### config.mk
export PLATFORM = sky130hd
export DESIGN_NAME = vidm_fifo
export DESIGN_NICKNAME = d
export VERILOG_FILES = /design/src/hw/rtl/vidm_pkg.sv /design/src/hw/rtl/vidm_fifo.sv
export SDC_FILE = /design/constraint.sdc
export NUM_CORES = 1
export LEC_CHECK = 0
export BUFFER_PORTS_ARGS = -buffer_cell sky130_fd_sc_hd__buf_2
export CAP_MARGIN = 25
export CORE_MARGIN = 5
export CORE_UTILIZATION = 30
export CTS_BUF_LIST = sky130_fd_sc_hd__clkbuf_4
export CTS_CLUSTER_DIAMETER = 150
export DETAILED_ROUTE_END_ITERATION = 6
export RECOVER_POWER = 100
export SETUP_SLACK_MARGIN = 0.3
export SYNTH_ARGS = -nofsm -noshare
export SYNTH_HDL_FRONTEND = slang
export SYNTH_SLANG_ARGS = --single-unit
### constraint.sdc
create_clock -name clk -period 2.9 [get_ports clk]
set_input_delay 0.58 -clock clk [delete_from_list [all_inputs] [get_ports clk]]
set_output_delay 0.58 -clock clk [all_outputs]
set_load 0.05 [all_outputs]
### src/hw/rtl/vidm_pkg.sv
// ----------------------------------------------------------------------------
// vidm_pkg
// Shared constants, widths and types of the inverse distance mean unit.
// ----------------------------------------------------------------------------
package vidm_pkg;

    // Sizing
    localparam int MAX_SAMPLES = 256;
    localparam int BIN_RANGE   = 256;

    localparam int CNT_W  = $clog2(MAX_SAMPLES + 1);
    localparam int ADDR_W = (MAX_SAMPLES > 1) ? $clog2(MAX_SAMPLES) : 1;

    // Field widths
    localparam int BIN_W   = 8;
    localparam int POS_W   = 19;
    localparam int SHIFT_W = 16;
    localparam int STEP_W  = 16;
    localparam int OUT_W   = 16;
    localparam int BINC_W  = 13;

    // Distance path
    localparam int GRID_W = 26;
    localparam int AD_W   = 25;
    localparam int SQ_W   = 2 * AD_W;
    localparam int D2_W   = SQ_W + 2;

    // Weights and sums
    localparam int W_W   = 24;
    localparam int WT_W  = W_W + CNT_W;
    localparam int ST_W  = SHIFT_W + W_W + CNT_W;
    localparam int A2_W  = 2 * SHIFT_W;
    localparam int P_W   = A2_W + W_W;
    localparam int Q_W   = P_W + CNT_W;

    // Divider and root units
    localparam int DIVN_W = Q_W;
    localparam int DIVD_W = D2_W;
    localparam int DIVC_W = $clog2(DIVN_W + 1);
    localparam int SQI_W  = 48;
    localparam int SQO_W  = SQI_W / 2;
    localparam int SQC_W  = $clog2(SQO_W + 1);
    localparam int WGT_SHIFT = 48;

    // Configuration port
    localparam int CFG_A_W = 3;
    localparam int CFG_D_W = 19;
    localparam logic [CFG_A_W-1:0] REG_ORIGIN_X = 3'd0;
    localparam logic [CFG_A_W-1:0] REG_ORIGIN_Y = 3'd1;
    localparam logic [CFG_A_W-1:0] REG_ORIGIN_Z = 3'd2;
    localparam logic [CFG_A_W-1:0] REG_STEP_X   = 3'd3;
    localparam logic [CFG_A_W-1:0] REG_STEP_Y   = 3'd4;
    localparam logic [CFG_A_W-1:0] REG_STEP_Z   = 3'd5;

    // Queue between front and back
    localparam int FIFO_DEPTH = 4;
    localparam int FIFO_AW    = $clog2(FIFO_DEPTH);

    localparam int RAM_W = 3 * SHIFT_W + W_W;

    typedef struct packed {
        logic [2:0][SHIFT_W-1:0] shift;
        logic [W_W-1:0]          weight;
        logic                    last;
        logic                    empty;
    } vidm_item_t;

endpackage

### src/hw/rtl/vidm_fifo.sv
// ----------------------------------------------------------------------------
// vidm_fifo
// Short request queue between the weight front end and the accumulator.
// ----------------------------------------------------------------------------
module vidm_fifo
    import vidm_pkg::*;
(
    input  logic       clk,
    input  logic       rst_n,
    input  logic       push,
    input  vidm_item_t push_item,
    output logic       full,
    input  logic       pop,
    output vidm_item_t pop_item,
    output logic       empty
);

    vidm_item_t         slot_reg [FIFO_DEPTH];
    logic [FIFO_AW-1:0] wr_ptr_reg, wr_ptr_next;
    logic [FIFO_AW-1:0] rd_ptr_reg, rd_ptr_next;
    logic [FIFO_AW:0]   fill_reg, fill_next;
    logic               do_push, do_pop;

    assign full     = (fill_reg == (FIFO_AW+1)'(FIFO_DEPTH));
    assign empty    = (fill_reg == '0);
    assign do_push  = push && !full;
    assign do_pop   = pop && !empty;
    assign pop_item = slot_reg[rd_ptr_reg];

    always_comb
    begin
        wr_ptr_next = do_push ? wr_ptr_reg + 1'b1 : wr_ptr_reg;
        rd_ptr_next = do_pop ? rd_ptr_reg + 1'b1 : rd_ptr_reg;
        fill_next   = fill_reg;
        if (do_push && !do_pop)
        begin
            fill_next = fill_reg + 1'b1;
        end
        else if (do_pop && !do_push)
        begin
            fill_next = fill_reg - 1'b1;
        end
    end

    always_ff @(posedge clk or negedge rst_n)
    begin
        if (!rst_n)
        begin
            wr_ptr_reg <= '0;
            rd_ptr_reg <= '0;
            fill_reg   <= '0;
        end
        else
        begin
            wr_ptr_reg <= wr_ptr_next;
            rd_ptr_reg <= rd_ptr_next;
            fill_reg   <= fill_next;
        end
    end

    always_ff @(posedge clk)
    begin
        if (do_push)
        begin
            slot_reg[wr_ptr_reg] <= push_item;
        end
    end

endmodule

==> insert_results.sql <==
INSERT INTO impl_metrics (metric_group, metric, value, unit) VALUES
('synthesis', 'synth.yosys.seq_area_share', '81.3', '%'),
('cts', 'cts_sinks', '303', ''),
('global_route', 'first_pass_grt_wire_length', '37300', 'microns'),
('cts', 'tritoncts', 'yes', ''),
('global_route', 'grt_overflow', '0', ''),
('cts', 'cts_buffer_depth', '3', ''),
('synthesis', 'most_common_cell_in_the_netlist', 'edfxtp_1', ''),
('cells_and_area', 'num-nets-final', '818', ''),
('synthesis', 'synth_largest_type_area_fraction', '79.8', '%'),
('cts', 'clk_pin_slew', '0.07', 'ns'),
('sta', 'period_share', '99.3', '%'),
('hold_path', 'type_of_the_most_critical_hold_path', 'primary input to flip-flop', ''),
('sta', 'setup_ws', '0.0211', 'ns'),
('critical_path', 'critical_path.startpoint_type', 'flip-flop', ''),
('hold_path', 'worst_hold_path.endpoint', 'rd_ptr_reg[1]$_DFFE_PN0P_', ''),
('cells_and_area', 'drive_above_1_share', '38.8', '%'),
('global_route', 'number_of_global_route_vias_before_repair', '6527', ''),
('die', 'top_level_ports', '154', ''),
('sta', 'max_freq', '0.347', 'GHz'),
('pwr', 'totalPowerFinal', '0.0177', 'W'),
('cells_and_area', 'largest_register_ffs', '296', ''),
('placed_design', 'place_hpwl', '13100', 'microns'),
('critical_path', 'worstSetupEndpointType', 'output port', ''),
('cts', 'cts-root-buf', 'clkbuf_4', ''),
('cts', 'ctsHtreeMaxLevel', '3', ''),
('placed_design', 'placement.io_buffers', '153', ''),
('critical_path', 'crit-reg2reg-capture', 'slot_reg[2][18]$_DFFE_PP_', ''),
('detailed_routing', 'antenna_violating_nets_post_route', '0', ''),
('critical_path', 'cp.required', '2.32', 'ns'),
('synthesis', 'yosys_register_bits', '303', ''),
('synthesis', 'post-synth-top-area-cell', 'edfxtp_1', ''),
('die', 'num_rows', '70', ''),
('die', 'initial_core_utilization', '30.4', '%'),
('synthesis', 'netlist_top_cells_area', 'edfxtp_1 (80%), mux4_2 (15%), dfrtp_1 (1.6%), buf_12 (0.90%), ha_1 (0.56%)', ''),
('placed_design', 'place_worst_setup_slack', '0.605', 'ns'),
('placed_design', 'gp_congestion', '0.675', ''),
('outcome', 'run_status', 'completed', ''),
('cells_and_area', 'growth_of_design_area_from_synthesis_to_finish', '33.7', '%'),
('sta', 'slew_at_the_pin_with_the_worst_max_slew_slack', '1.31', 'ns'),
('pwr', 'cellLeakagePower', '5.06', 'nW'),
('detailed_routing', 'drt-wirelength-per-cell', '19.2', 'microns'),
('die', 'design.die.area', '41100', 'sq um'),
('sta', 'final_hold_viol_count', '0', ''),
('flow_run', 'maxCapViolations', '0', ''),
('sta', 'timing_max_transition_violations_final', '0', ''),
('detailed_routing', 'vias', '5542', ''),
('synthesis', 'post_synth_num_cell_types', '21', ''),
('synthesis', 'yosys_most_used_dff', 'edfxtp_1', ''),
('synthesis', 'async_reset_ff_share', '2.31', '%'),
('cells_and_area', 'layout.cells.non_filler', '1256', ''),
('synthesis', 'ys_warn_count', '0', ''),
('hold_path', 'worstHoldStart', 'pop', ''),
('synthesis', 'synth-edff-count', '296', ''),
('synthesis', 'mappedNetlistNets', '507', ''),
('synthesis', 'avgSynthCellArea', '26.3', 'sq um'),
('die', 'chipWidth', '203', 'microns'),
('sta', 'period_needed', '2.88', 'ns'),
('detailed_routing', 'detailedRoute.firstPassIterationCount', '4', ''),
('critical_path', 'worstReg2RegStart', 'fill_reg[2]$_DFFE_PN0P_', ''),
('global_route', 'track_usage', '12.0', '%'),
('global_route', 'number_of_antenna_violations_at_the_first_check_in_global_routing', '1', ''),
('die', 'coreArea', '36600', 'sq um'),
('cts', 'cts_buffers', '81', ''),
('detailed_routing', 'detail_route.wirelength', '24100', 'microns'),
('detailed_routing', 'drc', '0', ''),
('die', 'floorplan.die.height', '203', 'microns'),
('critical_path', 'critical_path_arrival', '2.30', 'ns'),
('synthesis', 'number_of_instances_in_the_synthesized_netlist', '423', ''),
('sta', 'final_setup_violation_count', '0', ''),
('detailed_routing', 'drtIter0Drc', '202', ''),
('critical_path', 'class_of_the_most_critical_setup_path', 'flip-flop to output port', '');
==> worst max path at each step <==
stage | end | startpoint | slack (ns) | cells past startpoint
after floorplan | fill_reg[1]$_DFFE_PN0P_ | fill_reg[0]$_DFFE_PN0P_ | 0.45 | 7
after global placement | fill_reg[2]$_DFFE_PN0P_ | push | 0.62 | 8
final | pop_item[7] | rd_ptr_reg[0]$_DFFE_PN0P_ | 0.02 | 5
after detailed placement | fill_reg[2]$_DFFE_PN0P_ | push | 0.60 | 8
after global routing | pop_item[7] | rd_ptr_reg[0]$_DFFE_PN0P_ | -0.14 | 5
after CTS | pop_item[7] | rd_ptr_reg[0]$_DFFE_PN0P_ | -0.1 | 5
==> metrics by stage <==
step	setup TNS, ns	utilization, %	instance area, sq um	hold slack, ns
2_1_floorplan	0	-	11100	0.284
3_3_place_gp	0	34.3	12600	0.427
3_5_place_dp	0	34.3	12600	0.428
4_1_cts	-2.35	41.2	15100	0.0000149
5_1_grt	-4.86	40.7	14900	0.0772
6_report	0	40.7	14900	0.166
==> per-layer routing <==
metal  vias to the layer above  GRT usage, %  wire length (microns)  share of wire, %
met2                       163          19.6                  12100                50
met3                        31          3.72                   1270               5.3
met4                         0          4.83                    460               1.9
met1                      2857          15.1                  10300                43
met5                         -             0                      0                 0
li1                       2491             -                      -                 -
==> where the power goes <==
part / internal, W / leakage (nW) / switching, W
clock: 0.00194 / 0.587 / 0.00163
sequential: 0.00582 / 2.79 / 0.000257
combinational: 0.00331 / 1.68 / 0.00472
==> placed cells by master (no fill, tap or decap), drive strengths merged <==
cell type,synthesis,layout
nor3b,1,1
nand3,1,1
fa,1,1
clkbuf,2,197
mux4,74,74
clkinv,0,19
nor2b,1,1
nand2,1,1
buf,16,97
diode,0,2
dlygate4sd3,0,63
or3,1,1
edfxtp,296,296
xor2,2,2
inv,4,6
dfrtp,7,7
mux2,2,2
nor2,1,1
clkinvlp,0,1
ha,5,5
xnor2,4,4
bufinv,0,2
and2,4,4
==> area by class of cell <==
type                    count  area [sq um]
multi-input cells          98          1880
diodes                      2          5.00
inverters                   4          15.0
clock buffers             111           833
repair buffers            246          2350
well taps                 468           586
flip-flops and latches    303          9070
fillers                  3313         21700
clock inverters            24           159
==> kinds of logic after synthesis <==
family	after synthesis	share of synthesized area, %
XOR/XNOR	6	0.472
flip-flops	303	81.3
multiplexers	76	15.2
adder cells (fa/ha/maj)	6	0.741
AND/OR/NAND/NOR	10	0.561
buffers and inverters	22	1.72
==> critical path: stages, from the launching register on <==
cell,delay [ns]
dfrtp_4,0.51
buf_12,0.17
buf_12,0.14
buf_16,0.14
mux4_2,0.45
buf_8,0.17
==> timing repair <==
item                                   in CTS  in global routing
setup endpoints to repair                  75                 74
cloned                                      7                  1
endpoints found under the hold margin     222                  0
resized for setup                         177                  0
hold buffers                               63                  0
buffers inserted                            8                  0
Note: power is estimated with default switching activity, not from simulation.
