$ cat config.mk
export PLATFORM = sky130hd
export DESIGN_NAME = vidm_front
export DESIGN_NICKNAME = d
export VERILOG_FILES = /design/src/hw/rtl/vidm_pkg.sv /design/src/hw/rtl/vidm_div.sv /design/src/hw/rtl/vidm_isqrt.sv /design/src/hw/rtl/vidm_front.sv
export SDC_FILE = /design/constraint.sdc
export NUM_CORES = 2
export LEC_CHECK = 0
export BUFFER_PORTS_ARGS = -buffer_cell sky130_fd_sc_hd__buf_2
export CAP_MARGIN = 20
export CORE_ASPECT_RATIO = 0.7
export CORE_MARGIN = 2
export CORE_UTILIZATION = 50
export DETAILED_ROUTE_END_ITERATION = 8
export PLACE_DENSITY = 0.67
export SYNTH_ARGS = -nofsm -noshare
export SYNTH_HDL_FRONTEND = slang
export SYNTH_SLANG_ARGS = --single-unit
$ cat constraint.sdc
create_clock -name clk -period 27.7 [get_ports clk]
set_input_delay 1.385 -clock clk [delete_from_list [all_inputs] [get_ports clk]]
set_output_delay 1.385 -clock clk [all_outputs]
set_load 0.03 [all_outputs]
$ cat src/hw/rtl/vidm_pkg.sv
// ----------------------------------------------------------------------------
// vidm_pkg
// Shared constants, widths and types of the inverse distance mean unit.
// ----------------------------------------------------------------------------
package vidm_pkg;

    // Sizing
    localparam int MAX_SAMPLES = 256;
    localparam int BIN_RANGE   = 256;

    localparam int CNT_W  = $clog2(MAX_SAMPLES + 1);
    localparam int ADDR_W = (MAX_SAMPLES > 1) ? $clog2(MAX_SAMPLES) : 1;

    // Field widths
    localparam int BIN_W   = 8;
    localparam int POS_W   = 19;
    localparam int SHIFT_W = 16;
    localparam int STEP_W  = 16;
    localparam int OUT_W   = 16;
    localparam int BINC_W  = 13;

    // Distance path
    localparam int GRID_W = 26;
    localparam int AD_W   = 25;
    localparam int SQ_W   = 2 * AD_W;
    localparam int D2_W   = SQ_W + 2;

    // Weights and sums
    localparam int W_W   = 24;
    localparam int WT_W  = W_W + CNT_W;
    localparam int ST_W  = SHIFT_W + W_W + CNT_W;
    localparam int A2_W  = 2 * SHIFT_W;
    localparam int P_W   = A2_W + W_W;
    localparam int Q_W   = P_W + CNT_W;

    // Divider and root units
    localparam int DIVN_W = Q_W;
    localparam int DIVD_W = D2_W;
    localparam int DIVC_W = $clog2(DIVN_W + 1);
    localparam int SQI_W  = 48;
    localparam int SQO_W  = SQI_W / 2;
    localparam int SQC_W  = $clog2(SQO_W + 1);
    localparam int WGT_SHIFT = 48;

    // Configuration port
    localparam int CFG_A_W = 3;
    localparam int CFG_D_W = 19;
    localparam logic [CFG_A_W-1:0] REG_ORIGIN_X = 3'd0;
    localparam logic [CFG_A_W-1:0] REG_ORIGIN_Y = 3'd1;
    localparam logic [CFG_A_W-1:0] REG_ORIGIN_Z = 3'd2;
    localparam logic [CFG_A_W-1:0] REG_STEP_X   = 3'd3;
    localparam logic [CFG_A_W-1:0] REG_STEP_Y   = 3'd4;
    localparam logic [CFG_A_W-1:0] REG_STEP_Z   = 3'd5;

    // Queue between front and back
    localparam int FIFO_DEPTH = 4;
    localparam int FIFO_AW    = $clog2(FIFO_DEPTH);

    localparam int RAM_W = 3 * SHIFT_W + W_W;

    typedef struct packed {
        logic [2:0][SHIFT_W-1:0] shift;
        logic [W_W-1:0]          weight;
        logic                    last;
        logic                    empty;
    } vidm_item_t;

endpackage

$ cat src/hw/rtl/vidm_div.sv
// ----------------------------------------------------------------------------
// vidm_div
// Restoring divider, one quotient bit per cycle.
// ----------------------------------------------------------------------------
module vidm_div
    import vidm_pkg::*;
(
    input  logic              clk,
    input  logic              rst_n,
    input  logic              start,
    input  logic [DIVN_W-1:0] dividend,
    input  logic [DIVD_W-1:0] divisor,
    output logic              done,
    output logic [DIVN_W-1:0] quotient
);

    logic [DIVN_W-1:0] num_reg, num_next;
    logic [DIVD_W-1:0] rem_reg, rem_next;
    logic [DIVD_W-1:0] den_reg, den_next;
    logic [DIVC_W-1:0] cnt_reg, cnt_next;
    logic              busy_reg, busy_next;
    logic              done_reg, done_next;
    logic [DIVD_W:0]   trial;
    logic              fits;

    always_comb
    begin
        trial     = {rem_reg, num_reg[DIVN_W-1]};
        fits      = (trial >= {1'b0, den_reg});
        num_next  = num_reg;
        rem_next  = rem_reg;
        den_next  = den_reg;
        cnt_next  = cnt_reg;
        busy_next = busy_reg;
        done_next = 1'b0;
        if (start && !busy_reg)
        begin
            num_next  = dividend;
            rem_next  = '0;
            den_next  = divisor;
            cnt_next  = DIVC_W'(DIVN_W);
            busy_next = 1'b1;
        end
        else if (busy_reg)
        begin
            // shift in one dividend bit, subtract where the divisor fits
            rem_next = fits ? DIVD_W'(trial - {1'b0, den_reg}) : trial[DIVD_W-1:0];
            num_next = {num_reg[DIVN_W-2:0], fits};
            cnt_next = cnt_reg - 1'b1;
            if (cnt_reg == DIVC_W'(1))
            begin
                busy_next = 1'b0;
                done_next = 1'b1;
            end
        end
    end

    always_ff @(posedge clk or negedge rst_n)
    begin
        if (!rst_n)
        begin
            busy_reg <= 1'b0;
            done_reg <= 1'b0;
            cnt_reg  <= '0;
        end
        else
        begin
            busy_reg <= busy_next;
            done_reg <= done_next;
            cnt_reg  <= cnt_next;
        end
    end

    always_ff @(posedge clk)
    begin
        num_reg <= num_next;
        rem_reg <= rem_next;
        den_reg <= den_next;
    end

    assign done     = done_reg;
    assign quotient = num_reg;

endmodule

$ cat src/hw/rtl/vidm_isqrt.sv
// ----------------------------------------------------------------------------
// vidm_isqrt
// Integer square root, one root bit per cycle.
// ----------------------------------------------------------------------------
module vidm_isqrt
    import vidm_pkg::*;
(
    input  logic             clk,
    input  logic             rst_n,
    input  logic             start,
    input  logic [SQI_W-1:0] radicand,
    output logic             done,
    output logic [SQO_W-1:0] root
);

    logic [SQI_W-1:0]   rad_reg, rad_next;
    logic [SQO_W+1:0]   rem_reg, rem_next;
    logic [SQO_W-1:0]   root_reg, root_next;
    logic [SQC_W-1:0]   cnt_reg, cnt_next;
    logic               busy_reg, busy_next;
    logic               done_reg, done_next;
    logic [SQO_W+1:0]   pend;
    logic [SQO_W+1:0]   trial;

    always_comb
    begin
        pend      = {rem_reg[SQO_W-1:0], rad_reg[SQI_W-1:SQI_W-2]};
        trial     = {root_reg, 2'b01};
        rad_next  = rad_reg;
        rem_next  = rem_reg;
        root_next = root_reg;
        cnt_next  = cnt_reg;
        busy_next = busy_reg;
        done_next = 1'b0;
        if (start && !busy_reg)
        begin
            rad_next  = radicand;
            rem_next  = '0;
            root_next = '0;
            cnt_next  = SQC_W'(SQO_W);
            busy_next = 1'b1;
        end
        else if (busy_reg)
        begin
            // bring down two radicand bits, try the next root bit
            rad_next = {rad_reg[SQI_W-3:0], 2'b00};
            if (pend >= trial)
            begin
                rem_next  = pend - trial;
                root_next = {root_reg[SQO_W-2:0], 1'b1};
            end
            else
            begin
                rem_next  = pend;
                root_next = {root_reg[SQO_W-2:0], 1'b0};
            end
            cnt_next = cnt_reg - 1'b1;
            if (cnt_reg == SQC_W'(1))
            begin
                busy_next = 1'b0;
                done_next = 1'b1;
            end
        end
    end

    always_ff @(posedge clk or negedge rst_n)
    begin
        if (!rst_n)
        begin
            busy_reg <= 1'b0;
            done_reg <= 1'b0;
            cnt_reg  <= '0;
        end
        else
        begin
            busy_reg <= busy_next;
            done_reg <= done_next;
            cnt_reg  <= cnt_next;
        end
    end

    always_ff @(posedge clk)
    begin
        rad_reg  <= rad_next;
        rem_reg  <= rem_next;
        root_reg <= root_next;
    end

    assign done = done_reg;
    assign root = root_reg;

endmodule

$ cat src/hw/rtl/vidm_front.sv
// ----------------------------------------------------------------------------
// vidm_front
// Accept samples, hold the grid registers, compute the inverse distance weight.
// ----------------------------------------------------------------------------
module vidm_front
    import vidm_pkg::*;
(
    input  logic                      clk,
    input  logic                      rst_n,
    input  logic                      cfg_we,
    input  logic [CFG_A_W-1:0]        cfg_addr,
    input  logic [CFG_D_W-1:0]        cfg_data,
    input  logic                      in_valid,
    output logic                      in_ready,
    input  logic [2:0][BIN_W-1:0]     in_bin,
    input  logic [2:0][POS_W-1:0]     in_pos,
    input  logic [2:0][SHIFT_W-1:0]   in_shift,
    input  logic                      in_last,
    input  logic                      in_empty,
    output logic                      push,
    output vidm_item_t                push_item,
    input  logic                      full
);

    localparam logic [3:0] F_IDLE  = 4'd0;
    localparam logic [3:0] F_DIST  = 4'd1;
    localparam logic [3:0] F_SQR   = 4'd2;
    localparam logic [3:0] F_ACC   = 4'd3;
    localparam logic [3:0] F_DIV   = 4'd4;
    localparam logic [3:0] F_DWAIT = 4'd5;
    localparam logic [3:0] F_SWAIT = 4'd6;
    localparam logic [3:0] F_PUSH  = 4'd7;

    logic [3:0]                state_reg, state_next;
    logic [1:0]                k_reg, k_next;
    logic [2:0][POS_W-1:0]     origin_reg;
    logic [2:0][STEP_W-1:0]    step_reg;
    logic [2:0][BIN_W-1:0]     bin_reg, bin_next;
    logic [2:0][POS_W-1:0]     pos_reg, pos_next;
    vidm_item_t                item_reg, item_next;
    logic [AD_W-1:0]           ad_reg, ad_next;
    logic [SQ_W-1:0]           sq_reg, sq_next;
    logic [D2_W-1:0]           d2_reg, d2_next;

    logic [BIN_W-1:0]          bin_sel, bin_clamped;
    logic [STEP_W+BIN_W-1:0]   cell_off;
    logic signed [GRID_W-1:0]  grid, delta;
    logic [DIVN_W-1:0]         div_q;
    logic                      div_done, div_start;
    logic [SQI_W-1:0]          rad;
    logic                      sq_start, sq_done;
    logic [SQO_W-1:0]          sq_root;

    // grid point minus sample position on the current axis
    always_comb
    begin
        bin_sel     = bin_reg[k_reg];
        bin_clamped = ({{(BINC_W-BIN_W){1'b0}}, bin_sel} >= BINC_W'(BIN_RANGE))
                      ? BIN_W'(BIN_RANGE - 1) : bin_sel;
        cell_off    = step_reg[k_reg] * bin_clamped;
        grid        = GRID_W'($signed(origin_reg[k_reg]))
                      + $signed({{(GRID_W-STEP_W-BIN_W){1'b0}}, cell_off});
        delta       = grid - GRID_W'($signed(pos_reg[k_reg]));
    end

    assign div_start = (state_reg == F_DIV);
    assign rad       = (|div_q[DIVN_W-1:SQI_W]) ? {SQI_W{1'b1}} : div_q[SQI_W-1:0];
    assign sq_start  = (state_reg == F_DWAIT) && div_done;
    assign in_ready  = (state_reg == F_IDLE);
    assign push      = (state_reg == F_PUSH);
    assign push_item = item_reg;

    vidm_div u_div (
        .clk      (clk),
        .rst_n    (rst_n),
        .start    (div_start),
        .dividend (DIVN_W'(1) << WGT_SHIFT),
        .divisor  (d2_reg),
        .done     (div_done),
        .quotient (div_q)
    );

    vidm_isqrt u_isqrt (
        .clk      (clk),
        .rst_n    (rst_n),
        .start    (sq_start),
        .radicand (rad),
        .done     (sq_done),
        .root     (sq_root)
    );

    always_comb
    begin
        state_next = state_reg;
        k_next     = k_reg;
        bin_next   = bin_reg;
        pos_next   = pos_reg;
        item_next  = item_reg;
        ad_next    = ad_reg;
        sq_next    = sq_reg;
        d2_next    = d2_reg;
        unique case (state_reg)
            F_IDLE:
            begin
                if (in_valid)
                begin
                    bin_next        = in_bin;
                    pos_next        = in_pos;
                    item_next.shift = in_shift;
                    item_next.last  = in_last;
                    item_next.empty = in_empty;
                    k_next          = '0;
                    d2_next         = '0;
                    state_next      = in_empty ? F_PUSH : F_DIST;
                end
            end
            F_DIST:
            begin
                ad_next    = delta[GRID_W-1] ? AD_W'(-delta) : AD_W'(delta);
                state_next = F_SQR;
            end
            F_SQR:
            begin
                sq_next    = ad_reg * ad_reg;
                state_next = F_ACC;
            end
            F_ACC:
            begin
                d2_next = d2_reg + D2_W'(sq_reg);
                if (k_reg == 2'd2)
                begin
                    state_next = F_DIV;
                end
                else
                begin
                    k_next     = k_reg + 1'b1;
                    state_next = F_DIST;
                end
            end
            F_DIV:
            begin
                state_next = F_DWAIT;
            end
            F_DWAIT:
            begin
                if (div_done)
                begin
                    state_next = F_SWAIT;
                end
            end
            F_SWAIT:
            begin
                if (sq_done)
                begin
                    // raise a vanishing weight to one
                    item_next.weight = (sq_root == '0) ? W_W'(1) : sq_root;
                    state_next       = F_PUSH;
                end
            end
            F_PUSH:
            begin
                if (!full)
                begin
                    state_next = F_IDLE;
                end
            end
            default:
            begin
                state_next = F_IDLE;
            end
        endcase
    end

    always_ff @(posedge clk or negedge rst_n)
    begin
        if (!rst_n)
        begin
            state_reg  <= F_IDLE;
            k_reg      <= '0;
            origin_reg <= '0;
            step_reg   <= {3{STEP_W'(64)}};
        end
        else
        begin
            state_reg <= state_next;
            k_reg     <= k_next;
            if (cfg_we)
            begin
                unique case (cfg_addr)
                    REG_ORIGIN_X: origin_reg[0] <= cfg_data;
                    REG_ORIGIN_Y: origin_reg[1] <= cfg_data;
                    REG_ORIGIN_Z: origin_reg[2] <= cfg_data;
                    REG_STEP_X:   step_reg[0]   <= cfg_data[STEP_W-1:0];
                    REG_STEP_Y:   step_reg[1]   <= cfg_data[STEP_W-1:0];
                    REG_STEP_Z:   step_reg[2]   <= cfg_data[STEP_W-1:0];
                    default:      ;
                endcase
            end
        end
    end

    always_ff @(posedge clk)
    begin
        bin_reg  <= bin_next;
        pos_reg  <= pos_next;
        item_reg <= item_next;
        ad_reg   <= ad_next;
        sq_reg   <= sq_next;
        d2_reg   <= d2_next;
    end

endmodule

==> flow_summary_export.csv <==
group,metric,value,unit
clocking,cts_made_buffers,71,
sta,rsz0062_at_grt,"no",
sta,fin_crit,10.09,ns
detailed_routing,drtAntennaViolNets,0,
finish,final_cell_mix,"805 x inv_1, 576 x fa_1, 458 x nor2_1, 394 x ha_1, 381 x edfxtp_1",
synthesis,ys_ff_latch,672,
sta,worst_pin_slew,1.074,ns
floorplan,die_h,283.2,um
finish,drive_gt1_share,9.911,%
detailed_routing,num_vias,39850,
clocking,cts.clk_slew.worst_paths,0.06,ns
clocking,cts.htree.levels,3,
sta,fin_crit_sh,36.41,%
place,io_buffer_count,233,
floorplan,coreArea,110500,sq um
finish,multiInputGateArea,33890,sq um
clocking,postCtsResizedCells,0,
critical_path,critPathMaxFanout,47,
sta,hold_viol,0,
global_route,antenna_found_initial,0,
sta,tns,0,ns
synthesis,ys_seq_area_share,32.16,%
synthesis,synthCells,5537,
finish,final_common_cell,"inv_1",
global_route,grt_usage,24.12,%
job,drv_cap,0,
synthesis,yosys.cell_types.count,94,
sta,fmax,0.09914,GHz
synthesis,avgSynthCellArea,10.05,sq um
critical_path,cpMostUsedCell,"a21oi_1",
global_route,grt_pass1_wl,221200,um
worst_hold_path,hold_path_depth,2,
sta,setup_viol,0,
finish,seqCellArea,17910,sq um
critical_path,worstSetupPathType,"reg -> reg",
detailed_routing,drc,0,
finish,largest_register_ffs,74,
critical_path,cp_slowest_cell,"a21oi_1",
finish,area_growth,9.011,%
detailed_routing,viasPerCell,5.553,
synthesis,async_flop_share,18.75,%
clocking,cts_tree,"done",
clocking,cts.sinks,672,
global_route,grt_start_max_net_pins,95,
clocking,clkLatencyLatePin,0.68,ns
detailed_routing,dr.pass1.iters,5,
floorplan,num_rows,102,
floorplan,dieArea,114100,sq um
synthesis,synth_edf_count,381,
place,post-dp-hpwl,102900,um
floorplan,initial_utilization,50.37,%
critical_path,slowest_delay,0.78,ns
clocking,cts_hold_buf,0,
finish,nFillCells,9800,
critical_path,required,28.07,ns
sta,skew,0.06041,ns
place,place.gp.congestion,0.8895,
floorplan,die_w,402.8,um
detailed_routing,wl,136000,um
global_route,grt-ovfl-total,0,
synthesis,yosysWarningCount,0,
floorplan,io_pins,234,
global_route,grt_pass1_vias,40250,
critical_path,worst_setup_path_start_kind,"flip-flop",
clocking,clk_path_buf_depth,3,
synthesis,synth_nets,6665,
critical_path,r2r_cells,32,
clocking,cts_root_buf,"clkbuf_16",
sta,slew_violations,0,
detailed_routing,wl_per_cell,18.95,um
outcome,status,"complete, no violations",
clocking,post-cts-setup-buffers,0,
synthesis,synth_flop_cell,"edfxtp_1",
detailed_routing,drt_iter0_markers,3122,
critical_path,crit_arrival,10.45,ns
sta,slew-limit-headroom,26.52,%
finish,n_antenna_cell,0,
synthesis,netlist_area,55670,sq um
finish,fin_nets,6791,
worst_hold_path,hold_class,"reg -> reg",
critical_path,cp-end-kind,"flip-flop",
worst paths after layout:
| check | end | slack, ns | start |
|---|---|---|---|
| setup / recovery | ad_reg[9] | 17.61 | k_reg[1] |
| hold / removal | u_div.quotient[0] | 0.46 | u_div.quotient[0] |
| setup reg to reg | ad_reg[9] | 17.61 | k_reg[1] |
| hold reg to reg | u_div.quotient[0] | 0.46 | u_div.quotient[0] |
| max in group asynchronous | u_div.busy_reg | 25.58 | rst_n |
| min in group asynchronous | step_reg[16] | 0.70 | rst_n |
cells in the mapped netlist, types with 14 or more instances:
master	instances	area [sq um]
inv_1	805	3022
fa_1	576	11530
nor2_1	463	1738
ha_1	394	4930
edfxtp_1	381	11440
nand2_1	357	1340
a21oi_1	318	1592
clkbuf_1	205	769.5
o21ai_0	170	850.8
dfxtp_1	165	3303
and2_1	164	1026
xnor2_1	146	1279
dfrtp_1	123	3078
a21o_1	121	908.4
mux2_2	106	1194
nand3_1	93	465.5
xor2_1	88	770.7
mux2i_1	86	860.8
a22o_1	62	543.0
nand4_1	50	312.8
o21ai_1	42	210.2
nor3_1	39	195.2
nand2b_1	37	231.5
nor2b_1	35	219.0
o21bai_1	35	262.8
a31oi_1	31	193.9
o21a_1	31	232.7
o22ai_1	31	193.9
o311ai_1	28	245.2
and3_1	27	168.9
a211oi_1	24	180.2
o31ai_1	23	172.7
or3_1	23	143.9
or2_2	22	137.6
buf_1	21	78.83
nor4_1	20	125.1
buf_2	14	70.07
o211ai_1	14	105.1
stage by stage:
step,cell area (sq um),instances,setup slack (ns),util [%],hold WS [ns]
6_report,60680,7177,17.61,54.91,0.4616
5_1_grt,60680,7177,16.87,54.91,0.4781
4_1_cts,60640,7173,17.00,54.86,0.4611
3_5_place_dp,58310,7042,17.08,52.76,0.4498
3_3_place_gp,58280,7041,17.12,52.73,0.4442
2_1_floorplan,55670,5537,18.83,-,0.4307
layer usage:
| layer | global-route usage [%] | wire (um) | part of all wire, % |
|---|---|---|---|
| met1 | 38.10 | 68160 | 50 |
| met2 | 34.94 | 56760 | 42 |
| met3 | 4.290 | 9356 | 6.9 |
| met4 | 3.801 | 1726 | 1.3 |
| met5 | 0 | 0 | 0 |
cell families after synthesis:
logic type	after synthesis	synth area share (%)
buffers and inverters	1055	7.186
and+or+nand+nor	1375	11.67
AOI/OAI and AO/OA	1038	12.02
muxes	193	3.711
xor gates and xnor gates	234	3.682
adders and majority gates	970	29.57
DFF	672	32.16
critical path: cells and delay by family, from the launching register on:
| family | cells | cell delay [ns] |
|---|---|---|
| buffers and inverters | 4 | 1.06 |
| adders and majority gates | 7 | 3.31 |
| and+or+nand+nor | 5 | 0.95 |
| DFF | 1 | 0.65 |
| AOI/OAI and AO/OA | 12 | 2.93 |
| xor gates and xnor gates | 3 | 0.53 |
| muxes | 1 | 0.28 |
cell type report:
class	count	share of cell area, %
Clock buffer	102	3.188
Clock inverter	29	0.6515
Inverter	811	5.016
Multi-Input combinational cell	3810	55.84
Sequential cell	672	29.51
Tap cell	1456	3.002
Timing Repair Buffer	297	2.786
Power is not shown: default switching activity piles up to over one toggle a cycle in this logic, so the estimate is an artifact.
